`config.mk`:
```
export PLATFORM = sky130hd
export DESIGN_NAME = disk_request_scheduler_unit
export DESIGN_NICKNAME = d
export VERILOG_FILES = /design/src/rtl/drs_pkg.sv /design/src/rtl/drs_ctrl.sv /design/src/rtl/drs_dp.sv /design/src/rtl/disk_request_scheduler_unit.sv
export SDC_FILE = /design/constraint.sdc
export NUM_CORES = 1
export LEC_CHECK = 0
export BUFFER_PORTS_ARGS = -buffer_cell sky130_fd_sc_hd__buf_4
export CORE_ASPECT_RATIO = 1.25
export CORE_MARGIN = 3
export CORE_UTILIZATION = 55
export DETAILED_ROUTE_END_ITERATION = 8
export GPL_TIMING_DRIVEN = 0
export HOLD_SLACK_MARGIN = 0.06
export PLACE_DENSITY = 0.8
export SLEW_MARGIN = 0
export SYNTH_ARGS = -nofsm -noshare
export SYNTH_HDL_FRONTEND = slang
export SYNTH_SLANG_ARGS = --single-unit
```
`constraint.sdc`:
```
create_clock -name i_clk -period 4.81 [get_ports i_clk]
set_clock_uncertainty 0.05 [all_clocks]
set_input_delay 0.962 -clock i_clk [delete_from_list [all_inputs] [get_ports i_clk]]
set_output_delay 0.962 -clock i_clk [all_outputs]
set_load 0.02 [all_outputs]
```
`src/rtl/drs_pkg.sv`:
```
// shared types and constants of the disk request scheduler
package drs_pkg;

    localparam int BLK_W     = 16;
    localparam int TAG_W     = 8;
    localparam int TOTAL_W   = 32;
    localparam int PEND_W    = 5;
    localparam int DSIZE_W   = 17;
    localparam int POLICY_W  = 2;
    localparam int CFG_IDX_W = 4;
    localparam int STATUS_W  = 2;

    // status codes
    localparam logic [STATUS_W-1:0] ST_ENQUEUED   = 2'd0;
    localparam logic [STATUS_W-1:0] ST_REJECTED   = 2'd1;
    localparam logic [STATUS_W-1:0] ST_DISPATCHED = 2'd2;
    localparam logic [STATUS_W-1:0] ST_EMPTY      = 2'd3;

    // policy codes, the unused code acts as fcfs
    localparam logic [POLICY_W-1:0] POL_FCFS  = 2'd0;
    localparam logic [POLICY_W-1:0] POL_SSTF  = 2'd1;
    localparam logic [POLICY_W-1:0] POL_CSCAN = 2'd2;

    // request types
    localparam logic REQ_ENQUEUE  = 1'b0;
    localparam logic REQ_DISPATCH = 1'b1;

    // configuration register indexes
    localparam logic [CFG_IDX_W-1:0] CFG_POLICY    = 4'd0;
    localparam logic [CFG_IDX_W-1:0] CFG_DISK_SIZE = 4'd1;

    localparam logic [DSIZE_W-1:0] DISK_SIZE_RST = 17'd65536;

    typedef struct packed {
        logic             req_type;
        logic [BLK_W-1:0] block_number;
        logic [TAG_W-1:0] requester_tag;
    } t_in_item;

    typedef struct packed {
        logic [STATUS_W-1:0] status;
        logic [BLK_W-1:0]    served_block;
        logic [TAG_W-1:0]    served_tag;
        logic [BLK_W-1:0]    seek_distance;
        logic [TOTAL_W-1:0]  total_distance;
        logic [PEND_W-1:0]   pending_count;
    } t_out_item;

    // controller to datapath
    typedef struct packed {
        logic latch_in;
        logic enq;
        logic empty;
        logic scan_start;
        logic scan;
        logic pick;
        logic shift;
        logic fin;
        logic load_out;
    } t_dp_cmd;

    // datapath to controller
    typedef struct packed {
        logic is_dispatch;
        logic count_zero;
        logic scan_done;
        logic shift_done;
    } t_dp_stat;

endpackage

```
`src/rtl/drs_ctrl.sv`:
```
// sequencing state machine of the disk request scheduler
module drs_ctrl (
    input  logic              i_clk,
    input  logic              i_rst_n,
    input  logic              i_in_valid,
    output logic              o_in_ready,
    output logic              o_out_valid,
    input  logic              i_out_ready,
    input  drs_pkg::t_dp_stat i_stat,
    output drs_pkg::t_dp_cmd  o_cmd
);

    typedef enum logic [2:0] {
        S_IDLE,
        S_DECODE,
        S_SCAN,
        S_SHIFT,
        S_FIN,
        S_DONE
    } t_state;

    t_state r_state, n_state;
    logic   r_out_valid, n_out_valid;
    logic   slot_free;

    assign slot_free   = !r_out_valid || i_out_ready;
    assign o_in_ready  = (r_state == S_IDLE);
    assign o_out_valid = r_out_valid;

    always_comb begin
        n_state     = r_state;
        n_out_valid = r_out_valid && !i_out_ready;
        o_cmd       = '0;
        case (r_state)
            S_IDLE: begin
                if (i_in_valid) begin
                    o_cmd.latch_in = 1'b1;
                    n_state        = S_DECODE;
                end
            end
            S_DECODE: begin
                if (!i_stat.is_dispatch) begin
                    o_cmd.enq = 1'b1;
                    n_state   = S_DONE;
                end else if (i_stat.count_zero) begin
                    o_cmd.empty = 1'b1;
                    n_state     = S_DONE;
                end else begin
                    o_cmd.scan_start = 1'b1;
                    n_state          = S_SCAN;
                end
            end
            S_SCAN: begin
                if (i_stat.scan_done) begin
                    o_cmd.pick = 1'b1;
                    n_state    = S_SHIFT;
                end else begin
                    o_cmd.scan = 1'b1;
                end
            end
            S_SHIFT: begin
                if (i_stat.shift_done) begin
                    n_state = S_FIN;
                end else begin
                    o_cmd.shift = 1'b1;
                end
            end
            S_FIN: begin
                o_cmd.fin = 1'b1;
                n_state   = S_DONE;
            end
            S_DONE: begin
                if (slot_free) begin
                    o_cmd.load_out = 1'b1;
                    n_out_valid    = 1'b1;
                    n_state        = S_IDLE;
                end
            end
            default: begin
                n_state = S_IDLE;
            end
        endcase
    end

    always_ff @(posedge i_clk) begin
        if (!i_rst_n) begin
            r_state     <= S_IDLE;
            r_out_valid <= 1'b0;
        end else begin
            r_state     <= n_state;
            r_out_valid <= n_out_valid;
        end
    end

endmodule

```
`src/rtl/drs_dp.sv`:
```
// queue memory, scan trackers, head and seek total of the disk request scheduler
module drs_dp #(
    parameter int QUEUE_DEPTH = 16
) (
    input  logic                             i_clk,
    input  logic                             i_rst_n,
    input  drs_pkg::t_dp_cmd                 i_cmd,
    output drs_pkg::t_dp_stat                o_stat,
    input  drs_pkg::t_in_item                i_in_item,
    input  logic                             i_cfg_valid,
    input  logic [drs_pkg::CFG_IDX_W-1:0]    i_cfg_index,
    input  logic [drs_pkg::DSIZE_W-1:0]      i_cfg_data,
    output drs_pkg::t_out_item               o_out_item
);

    localparam int IDX_W = $clog2(QUEUE_DEPTH);
    localparam int CNT_W = $clog2(QUEUE_DEPTH + 1);
    localparam int BW    = drs_pkg::BLK_W;
    localparam int TW    = drs_pkg::TAG_W;

    // queue storage, arrival order
    logic [BW-1:0] mem_blk [QUEUE_DEPTH];
    logic [TW-1:0] mem_tag [QUEUE_DEPTH];

    logic [CNT_W-1:0]                r_count;
    logic [BW-1:0]                   r_head;
    logic [drs_pkg::TOTAL_W-1:0]     r_total;
    logic [drs_pkg::POLICY_W-1:0]    r_policy;
    logic [drs_pkg::DSIZE_W-1:0]     r_disk_size;
    drs_pkg::t_in_item               r_in;
    drs_pkg::t_out_item              r_out;

    // read pipeline
    logic [CNT_W-1:0] r_ptr;
    logic             r_dvld;
    logic [IDX_W-1:0] r_rd_pos;
    logic [BW-1:0]    r_rd_blk;
    logic [TW-1:0]    r_rd_tag;

    // trackers: a is the policy winner, b the lowest block for c-scan
    logic             r_found_a;
    logic [BW-1:0]    r_key_a, r_blk_a, r_key_b, r_blk_b;
    logic [TW-1:0]    r_tag_a, r_tag_b;
    logic [IDX_W-1:0] r_pos_a, r_pos_b;

    // chosen request
    logic [drs_pkg::STATUS_W-1:0] r_status;
    logic [BW-1:0]                r_sel_blk;
    logic [TW-1:0]                r_sel_tag;
    logic [BW-1:0]                r_seek;

    logic             rd_more, first, take_a, take_b, use_b, full;
    logic [BW-1:0]    diff, key_a, pick_blk;
    logic [TW-1:0]    pick_tag;
    logic [IDX_W-1:0] pick_pos;
    logic             wr_en;
    logic [IDX_W-1:0] wr_addr;
    logic [BW-1:0]    wr_blk;
    logic [TW-1:0]    wr_tag;
    logic [drs_pkg::TOTAL_W:0]   sum;
    logic [drs_pkg::DSIZE_W-1:0] last_blk;

    assign rd_more = (r_ptr < r_count);
    assign full    = (r_count >= CNT_W'(QUEUE_DEPTH));
    assign first   = (r_rd_pos == '0);
    assign diff    = (r_rd_blk >= r_head) ? (r_rd_blk - r_head) : (r_head - r_rd_blk);

    assign o_stat.is_dispatch = (r_in.req_type == drs_pkg::REQ_DISPATCH);
    assign o_stat.count_zero  = (r_count == '0);
    assign o_stat.scan_done   = !rd_more && !r_dvld;
    assign o_stat.shift_done  = !rd_more && !r_dvld;

    always_comb begin
        key_a  = r_rd_blk;
        take_a = first;
        case (r_policy)
            drs_pkg::POL_SSTF: begin
                key_a  = diff;
                take_a = first || (diff < r_key_a);
            end
            drs_pkg::POL_CSCAN: begin
                take_a = (r_rd_blk >= r_head) && (!r_found_a || (r_rd_blk < r_key_a));
            end
            default: begin
                take_a = first;
            end
        endcase
        take_b = (r_policy == drs_pkg::POL_CSCAN) && (first || (r_rd_blk < r_key_b));
    end

    assign use_b    = (r_policy == drs_pkg::POL_CSCAN) && !r_found_a;
    assign pick_blk = use_b ? r_blk_b : r_blk_a;
    assign pick_tag = use_b ? r_tag_b : r_tag_a;
    assign pick_pos = use_b ? r_pos_b : r_pos_a;

    // one write port shared by append and compaction
    always_comb begin
        wr_en   = 1'b0;
        wr_addr = r_count[IDX_W-1:0];
        wr_blk  = r_in.block_number;
        wr_tag  = r_in.requester_tag;
        if (i_cmd.enq && !full) begin
            wr_en = 1'b1;
        end else if (i_cmd.shift && r_dvld) begin
            wr_en   = 1'b1;
            wr_addr = r_rd_pos - 1'b1;
            wr_blk  = r_rd_blk;
            wr_tag  = r_rd_tag;
        end
    end

    always_ff @(posedge i_clk) begin
        if (wr_en) begin
            mem_blk[wr_addr] <= wr_blk;
            mem_tag[wr_addr] <= wr_tag;
        end
        if ((i_cmd.scan || i_cmd.shift) && rd_more) begin
            r_rd_blk <= mem_blk[r_ptr[IDX_W-1:0]];
            r_rd_tag <= mem_tag[r_ptr[IDX_W-1:0]];
            r_rd_pos <= r_ptr[IDX_W-1:0];
        end
    end

    assign sum      = {1'b0, r_total} + (drs_pkg::TOTAL_W + 1)'(r_seek);
    assign last_blk = r_disk_size - 1'b1;

    // control state
    always_ff @(posedge i_clk) begin
        if (!i_rst_n) begin
            r_count     <= '0;
            r_head      <= '0;
            r_total     <= '0;
            r_policy    <= drs_pkg::POL_FCFS;
            r_disk_size <= drs_pkg::DISK_SIZE_RST;
            r_ptr       <= '0;
            r_dvld      <= 1'b0;
            r_found_a   <= 1'b0;
        end else begin
            if (i_cfg_valid) begin
                if (i_cfg_index == drs_pkg::CFG_POLICY) begin
                    r_policy <= i_cfg_data[drs_pkg::POLICY_W-1:0];
                end else if (i_cfg_index == drs_pkg::CFG_DISK_SIZE) begin
                    r_disk_size <= i_cfg_data;
                end
            end
            if (i_cmd.enq && !full) begin
                r_count <= r_count + 1'b1;
            end
            if (i_cmd.scan_start) begin
                r_ptr     <= '0;
                r_dvld    <= 1'b0;
                r_found_a <= 1'b0;
            end
            if (i_cmd.scan || i_cmd.shift) begin
                r_dvld <= rd_more;
                if (rd_more) begin
                    r_ptr <= r_ptr + 1'b1;
                end
            end
            if (i_cmd.scan && r_dvld && take_a) begin
                r_found_a <= 1'b1;
            end
            if (i_cmd.pick) begin
                r_ptr  <= CNT_W'(pick_pos) + 1'b1;
                r_dvld <= 1'b0;
            end
            if (i_cmd.fin) begin
                r_count <= r_count - 1'b1;
                r_total <= sum[drs_pkg::TOTAL_W] ? '1 : sum[drs_pkg::TOTAL_W-1:0];
                // wrap when landing on the last block
                if (r_disk_size != '0 && {1'b0, r_sel_blk} == last_blk) begin
                    r_head <= '0;
                end else begin
                    r_head <= r_sel_blk;
                end
            end
        end
    end

    // payload
    always_ff @(posedge i_clk) begin
        if (i_cmd.latch_in) begin
            r_in <= i_in_item;
        end
        if (i_cmd.scan && r_dvld) begin
            if (take_a) begin
                r_key_a <= key_a;
                r_blk_a <= r_rd_blk;
                r_tag_a <= r_rd_tag;
                r_pos_a <= r_rd_pos;
            end
            if (take_b) begin
                r_key_b <= r_rd_blk;
                r_blk_b <= r_rd_blk;
                r_tag_b <= r_rd_tag;
                r_pos_b <= r_rd_pos;
            end
        end
        if (i_cmd.enq || i_cmd.empty) begin
            r_sel_blk <= '0;
            r_sel_tag <= '0;
            r_seek    <= '0;
            if (i_cmd.empty) begin
                r_status <= drs_pkg::ST_EMPTY;
            end else if (full) begin
                r_status <= drs_pkg::ST_REJECTED;
            end else begin
                r_status <= drs_pkg::ST_ENQUEUED;
            end
        end
        if (i_cmd.pick) begin
            r_sel_blk <= pick_blk;
            r_sel_tag <= pick_tag;
            r_seek    <= (pick_blk >= r_head) ? (pick_blk - r_head) : (r_head - pick_blk);
            r_status  <= drs_pkg::ST_DISPATCHED;
        end
        if (i_cmd.load_out) begin
            r_out.status         <= r_status;
            r_out.served_block   <= r_sel_blk;
            r_out.served_tag     <= r_sel_tag;
            r_out.seek_distance  <= r_seek;
            r_out.total_distance <= r_total;
            r_out.pending_count  <= drs_pkg::PEND_W'(r_count);
        end
    end

    assign o_out_item = r_out;

endmodule

```
`src/rtl/disk_request_scheduler_unit.sv`:
```
// top level of the disk request scheduler: controller, datapath and checks
// enqueue and empty dispatch: the input beat is latched, then the decode and done states load the result
// dispatch: scan the n pending entries, pick, shift the entries behind the chosen slot down,
//   then finish and load the result; one memory entry per cycle in scan and compaction
// one item at a time; next beat taken the cycle after the result is loaded
// synchronous active-low reset empties the queue, zeroes head and total, fcfs, 65536 blocks
module disk_request_scheduler_unit #(
    parameter int QUEUE_DEPTH = 16
) (
    input  logic                          i_clk,
    input  logic                          i_rst_n,
    input  logic                          i_in_valid,
    output logic                          o_in_ready,
    input  drs_pkg::t_in_item             i_in_item,
    output logic                          o_out_valid,
    input  logic                          i_out_ready,
    output drs_pkg::t_out_item            o_out_item,
    input  logic                          i_cfg_valid,
    output logic                          o_cfg_ready,
    input  logic [drs_pkg::CFG_IDX_W-1:0] i_cfg_index,
    input  logic [drs_pkg::DSIZE_W-1:0]   i_cfg_data
);

    drs_pkg::t_dp_cmd  cmd;
    drs_pkg::t_dp_stat stat;

    // config writes are registered directly, never stalled
    assign o_cfg_ready = 1'b1;

    // sequencer: decode, scan, compact, finish, hand result to output register
    drs_ctrl u_ctrl (
        .i_clk       (i_clk),
        .i_rst_n     (i_rst_n),
        .i_in_valid  (i_in_valid),
        .o_in_ready  (o_in_ready),
        .o_out_valid (o_out_valid),
        .i_out_ready (i_out_ready),
        .i_stat      (stat),
        .o_cmd       (cmd)
    );

    // queue memory, scan trackers, head and seek total
    drs_dp #(
        .QUEUE_DEPTH (QUEUE_DEPTH)
    ) u_dp (
        .i_clk       (i_clk),
        .i_rst_n     (i_rst_n),
        .i_cmd       (cmd),
        .o_stat      (stat),
        .i_in_item   (i_in_item),
        .i_cfg_valid (i_cfg_valid),
        .i_cfg_index (i_cfg_index),
        .i_cfg_data  (i_cfg_data),
        .o_out_item  (o_out_item)
    );

    // one item in flight: no new beat right after one is taken
    assert property (@(posedge i_clk) disable iff (!i_rst_n)
        (i_in_valid && o_in_ready) |=> !o_in_ready)
        else $error("input beat taken while previous item in flight");

    // a rejected enqueue only happens with a full queue
    assert property (@(posedge i_clk) disable iff (!i_rst_n)
        (o_out_valid && o_out_item.status == drs_pkg::ST_REJECTED) |->
        (o_out_item.pending_count == drs_pkg::PEND_W'(QUEUE_DEPTH)))
        else $error("rejected beat with room in queue");

    // empty dispatch reports nothing served
    assert property (@(posedge i_clk) disable iff (!i_rst_n)
        (o_out_valid && o_out_item.status == drs_pkg::ST_EMPTY) |->
        (o_out_item.pending_count == '0 && o_out_item.seek_distance == '0))
        else $error("empty dispatch with pending work or seek");

    // scan and compaction never run together
    assert property (@(posedge i_clk) disable iff (!i_rst_n)
        !(cmd.scan && cmd.shift))
        else $error("scan and compaction overlap");

endmodule
```
Word-level counts from Yosys, hierarchy flattened
Memories as Yosys holds them, arrays and structs flattened. A register that Yosys moved wholly into a read port is not among the register bits.
Cells that the tools add are included.
W data, S select, Z words.
{ "op_classes": {"n_addsub": 11, "order_cmp": 7, "eq_ne": 13, "mux": 58, "bitwise": 2, "n_reduce_logical": 38} }
{ "op_table": {"columns": ["op", "n"], "rows": [
  ["$mux W16", 10],
  ["$sub A16 B16 Y16", 4],
  ["$lt A16 B16 Y1", 3],
  ["$mux W8", 5],
  ["$add A32 B16 Y33", 1],
  ["$ge A16 B16 Y1", 2],
  ["$mux W32", 1],
  ["$mux W5", 6],
  ["$mux W1", 21],
  ["$mux W3", 7],
  ["$pmux W3 S6", 1],
  ["$eq A16 B17 Y1", 1],
  ["$reduce_bool A17 Y1", 1],
  ["$sub A17 B1 Y17 const B", 1],
  ["$mux W4", 3],
  ["$logic_and A1 B1 Y1", 11],
  ["$add A5 B1 Y5 const B", 2],
  ["$logic_not A4 Y1", 2],
  ["$reduce_bool A2 Y1", 4],
  ["$eq A3 B2 Y1 const B", 2],
  ["$eq A3 B3 Y1 const B", 2],
  ["$logic_not A1 Y1", 6],
  ["$logic_or A1 B1 Y1", 6],
  ["$mux W2", 3],
  ["19 further kinds", 24]
]} }
{ "totals": {"reg_bits": 305, "mem_bits_rw": 384, "input_bits": 51, "output_inout_bits": 82, "memories": 2} }
{ "mem_list": {"columns": ["name", "words", "width", "rd", "rd_ports_with_merged_regs", "wr", "line", "text"], "rows": [
  ["u_dp.mem_blk", 16, 16, 1, 1, 1, "drs_dp.sv:22", "logic [BW-1:0] mem_blk [QUEUE_DEPTH];"],
  ["u_dp.mem_tag", 16, 8, 1, 1, 1, "drs_dp.sv:23", "logic [TW-1:0] mem_tag [QUEUE_DEPTH];"]
]} }

Longest topological paths before layout
{ "depth": {"ltp_word": 10, "ltp_mapped": 20, "mapped_depth_nobuf": 20} }

Cells and area by module
Synthesis repeated with hierarchy kept, for this count alone.
{ "hier_totals": {"hier_cells": 2134, "area_unflattened_um2": 32013.2} }
{ "by_module_without_submodules": {"columns": ["mod", "instances", "cells_each", "area_per_inst_um2"], "rows": [
  ["drs_dp", 1, 2089, 31670.4],
  ["drs_ctrl", 1, 43, 331.6],
  ["disk_request_scheduler_unit", 1, 2, 11.3]
]} }

Worst setup path before layout
Ideal clock, no wire load.
{ "synth_timing": {"path_type": "reg-to-reg", "from": "register u_dp.r_rd_blk[0], read port of u_dp.mem_blk", "to": "register u_dp.r_blk_a[0] (enable)", "setup_time_ps": 385, "t_arrival_ps": 4392, "path_slack_ps": -16, "stages_incl_launch_ff": 20, "n_path_buf": 1, "period_less_slack_ps": 4826, "cell_sequence": "edfxtp_1 > inv_1 > ha_1 > inv_1 > fa_1 > a21oi_1 > o2111a_1 > o2111ai_2 > nand2_4 > buf_6 > mux2i_1 > xnor2_1 > ha_1 > a21o_1 > a21o_1 > a21oi_1 > nor2_1 > a2111oi_0 > o221a_2 > a31o_2"} }
{ "synth_via": {"elab_chain_len": 6} }
{ "synth_lines": {"columns": ["item", "line", "text"], "rows": [
  ["start, declared", "drs_dp.sv:37", "logic [BW-1:0] r_rd_blk;"],
  ["$sub A16 B16 Y16 or $ge A16 B16 Y1 (tied branches)", "drs_dp.sv:66, drs_dp.sv:82", null],
  ["$mux W16", "drs_dp.sv:66", "assign diff = (r_rd_blk >= r_head) ? (r_rd_blk - r_head) : (r_head - r_rd_blk);"],
  ["$lt A16 B16 Y1", "drs_dp.sv:79", "take_a = first || (diff < r_key_a);"],
  ["$logic_or A1 B1 Y1", "drs_dp.sv:79", null],
  ["$pmux W1 S2 (*)", "drs_dp.sv:76", "case (r_policy)"],
  ["$reduce_and A2 Y1 (no line) (*)", null, null],
  ["end signal, assigned", "drs_dp.sv:188", "r_blk_a <= r_rd_blk;"],
  ["end, declared", "drs_dp.sv:42", "logic [BW-1:0] r_key_a, r_blk_a, r_key_b, r_blk_b;"]
]} }
Every way passes the cells marked *; elsewhere a longest branch is shown, timed or not.
A chain may end at the register's enable or synchronous reset.

Final worst setup path
{ "layout_timing": {"from": "register u_dp.r_rd_blk[9], read port of u_dp.mem_blk", "to": "register u_dp.r_pos_a[3] (enable)"} }
{ "layout_via": {"elab_chain_len": 6} }
{ "layout_lines": {"columns": ["item", "line", "text"], "rows": [
  ["$sub A16 B16 Y16 or $ge A16 B16 Y1 (tied branches)", "drs_dp.sv:66, drs_dp.sv:82", null],
  ["$mux W16", "drs_dp.sv:66", null],
  ["$lt A16 B16 Y1", "drs_dp.sv:79", null],
  ["$logic_or A1 B1 Y1", "drs_dp.sv:79", null],
  ["$pmux W1 S2 (*)", "drs_dp.sv:76", null],
  ["$reduce_and A2 Y1 (no line) (*)", null, null],
  ["end signal, assigned", "drs_dp.sv:190", "r_pos_a <= r_rd_pos;"],
  ["end, declared", "drs_dp.sv:44", "logic [IDX_W-1:0] r_pos_a, r_pos_b;"]
]} }
Marks and branches as above.

==> flow_summary.toml <==
[power_and_ir_drop]
pwr_density_cell_nw_per_um2 = 435
p_sw_mw = 4.57
power_mw = 16.3
clkPwrFrac = 0.332
seq_power_share = 0.472
combPwrFrac = 0.197
p_int_mw = 11.7
p_leak_nw = 13.4
swShare = 0.281
max-vdd-ir-drop_uv = 362

[sta]
max_freq_ghz = 0.206
setup_viol = 27
relSlewSlack = 0.104
finalSetupTns_ns = -0.347
layout_setup_ws_ns = -0.0337
slew_violations = 0
finalCriticalPeriod_ns = 4.84
fin_crit_sh = 1.01
worst_hold_slack_ns = 0.372
worstMarginPinSlew_ns = 1.34
hold_viol_final = 0
grt_setup_unrepaired = "true"

[final_layout]
n_fill_cell = 3977
final_cell_mix = "628 x edfxtp_1, 183 x nand2_1, 179 x buf_4"
diodes = 0
nets = 2674
layout_commonest_cell = "edfxtp_1"
drive_gt1_frac = 0.224
syn_to_final_growth_pct = 16.5

[clock_network]
clkTransAtPathRegs_ns = 0.07
cts_tree = "done"
cts.sinks = 713
htree_levels = 3
clk_path_buf_depth = 3
insertion_delay_ns = 0.63
cts_root_buf = "clkbuf_16"
numCtsBuffers = 69

[worst_setup_path]
critPathMaxStageDelay_ns = 0.47
cpMaxStageDelayCell = "edfxtp_1"
r2r_slack_ns = -0.03
path_depth = 19
crit_type = "register to register"
cp.arrival_ns = 5.11
r2r-start = "u_dp.r_rd_blk[9]"
endpoint_kind = "register"
critPathTopFamily = "compound AO/OA/AOI/OAI gates"
r2r_end = "u_dp.r_pos_a[3]"
path_cells = "inv_1, ha_1, buf_2, a21oi_1, o21a_1, o2111ai_4, nand2_4, buf_4, mux2_2, o21ai_2, xor2_2, ha_1, nand4_1, buf_4, nor2_2, a2111oi_4, o221a_2, buf_12, a31o_4"
reg2reg_depth = 19
startpoint = "u_dp.r_rd_blk[9]"
critPathMaxFanout = 8
path_buf_inv = 5
required_ns = 5.08
crit_end = "u_dp.r_pos_a[3]"
startpoint_type = "register"

[routing]
via_count = 20661
drt-wirelength-per-cell_microns = 26.5
drt_wl_total_mm = 87.0
drc = 0
drtAntennaViolNets = 0
avgViaCountPerCell = 6.29
drt-initial-drc-count = 2033
firstDrtPassIters = 6

[logic_synthesis]
synth_cell_type_count = 86
synth_sequential_area_ratio = 0.641
ys_ff_latch = 713
postSynthCellCount = 2212
yosys-top-cells-area = "edfxtp_1 59%, mux4_2 8.4%, ha_1 5.3%"
synth_ff_type = "edfxtp_1"
synth_top_area_frac = 0.588
syn_nets = 2406
netlist_area_sq_um = 32100
synth_edf_count = 628
ys_warn_count = 0
syn_area_per_cell_sq_um = 14.5
async_reset_ff_frac = 0
synth_top_area_cell = "edfxtp_1"

[floorplan]
coreArea_sq_um = 57400
initial_core_util = 0.559
die_h_microns = 276
rows = 98
io_pins = 133
die_w_microns = 222
dieArea_sq_um = 61200

[job]
timing.max_cap.violations = 0

[grt]
grt_pass1_wl_mm = 129
grt_pass1_vias = 21096
grt_max_degree = 71
grt_overflow = 0
antenna_found_initial = 0
grt_use_total = 0.283

[placed_design]
pre_cts_slack_ns = -0.742
place_hpwl_mm = 55.8
portBuffers = 130
place_congestion = 0.916

[run_status]
status = "finished with violations"
violations = "negative setup slack"

[hold_path]
min_path_type = "register to register"
metal layers:
metal / GRT usage / vias to the layer above / share of wire
met5: 0 / - / 0
met4: 0.179 / 0 / 0.070
met3: 0.0479 / 347 / 0.073
met2: 0.500 / 1162 / 0.51
met1: 0.322 / 10193 / 0.35
li1: - / 8959 / -
cell type report:
class	count	area (sq um)	share of cell area
clock buffers	86	1840	0.0493
repair buffers	192	1630	0.0435
plain buffers	92	437	0.0117
inverters	117	444	0.0119
flip-flops and latches	713	20600	0.551
multi-input cells	1295	11100	0.297
well taps	750	938	0.0251
clock inverters	38	392	0.0105
cells by family after synthesis:
family	synth area share
other cells	0.000117
compound gates	0.0812
flops	0.641
buf+inv	0.0272
mux	0.102
fa+ha+maj	0.0572
simple gates	0.0703
xor+xnor	0.0205
worst register-to-register path, stage by stage (launching register included):
cell and delay (ns):
edfxtp_1 0.47, inv_1 0.21, ha_1 0.26, buf_2 0.18, a21oi_1 0.27, o21a_1 0.33
o2111ai_4 0.18, nand2_4 0.16, buf_4 0.17, mux2_2 0.34, o21ai_2 0.09, xor2_2 0.24
ha_1 0.29, nand4_1 0.18, buf_4 0.15, nor2_2 0.04, a2111oi_4 0.28, o221a_2 0.29
buf_12 0.15, a31o_4 0.22
worst min-delay path by stage:
stage,start,end,depth (start not counted)
floorplan,u_dp.r_sel_tag[0],u_dp.o_out_item[53],0
global placement,u_dp.r_sel_tag[4],u_dp.o_out_item[57],0
detailed placement,u_dp.r_sel_tag[3],u_dp.o_out_item[56],0
CTS,u_dp.r_sel_tag[0],u_dp.o_out_item[53],0
global route,u_dp.r_sel_tag[0],u_dp.o_out_item[53],0
finish,u_dp.r_sel_tag[3],u_dp.o_out_item[56],0
cell usage after synthesis (all sizes together), types with 6 or more instances:
master    n
and3     17
o21ai   120
a21o     46
nor4      7
dfxtp    85
mux2i    37
edfxtp  628
buf      49
and2     10
mux2     17
nand2b   15
xor2     30
o211ai    8
nor3     31
a211o     6
nand2   185
inv     116
a221oi   11
a211oi   19
nor2b    16
a21oi   127
nand3    44
clkbuf   45
nand4    15
o21a     12
nor2    122
ha      137
fa        6
mux4    120
xnor2    45
a31oi    15
flip-flops by register name, indices dropped and copies added, names as in the netlist, 8 cells and up:
signal,count
u_dp.mem_blk,256
u_dp.mem_tag,128
u_dp.o_out_item,79
u_dp.r_total,32
u_dp.r_in,24
u_dp.r_disk_size,17
u_dp.r_blk_a,16
u_dp.r_head,16
u_dp.r_key_a,16
u_dp.r_key_b,16
u_dp.r_rd_blk,16
u_dp.r_seek,16
u_dp.r_sel_blk,16
u_dp.r_rd_tag,8
u_dp.r_sel_tag,8
u_dp.r_tag_a,8
u_dp.r_tag_b,8
power by group through the flow:
stage	sequential (mW)	combinational [mW]	clock (mW)
after floorplan	7.73	1.99	0
after global placement	7.83	2.75	0
after detailed placement	7.80	2.92	0
after CTS	7.67	3.05	5.45
after global routing	7.69	3.44	5.70
final	7.67	3.19	5.40
timing repair:
| item | CTS | global route |
|---|---|---|
| pin swaps | 11 | 25 |
| gates resized for setup | 28 | 34 |
| hold buffers | 0 | 0 |
| endpoints found under the setup margin | 60 | 51 |
| buffers inserted | 17 | 26 |
| cloned | 7 | 0 |
metrics by stage:
stage           util  instance area [sq um]  std cells
3_3_place_gp   0.592                  34000       3092
6_report       0.651                  37300       3283
4_1_cts        0.644                  37000       3255
3_5_place_dp   0.599                  34400       3108
2_1_floorplan      -                  32100       2212
5_1_grt        0.651                  37300       3283
Note: power is estimated with default switching activity, not from simulation.
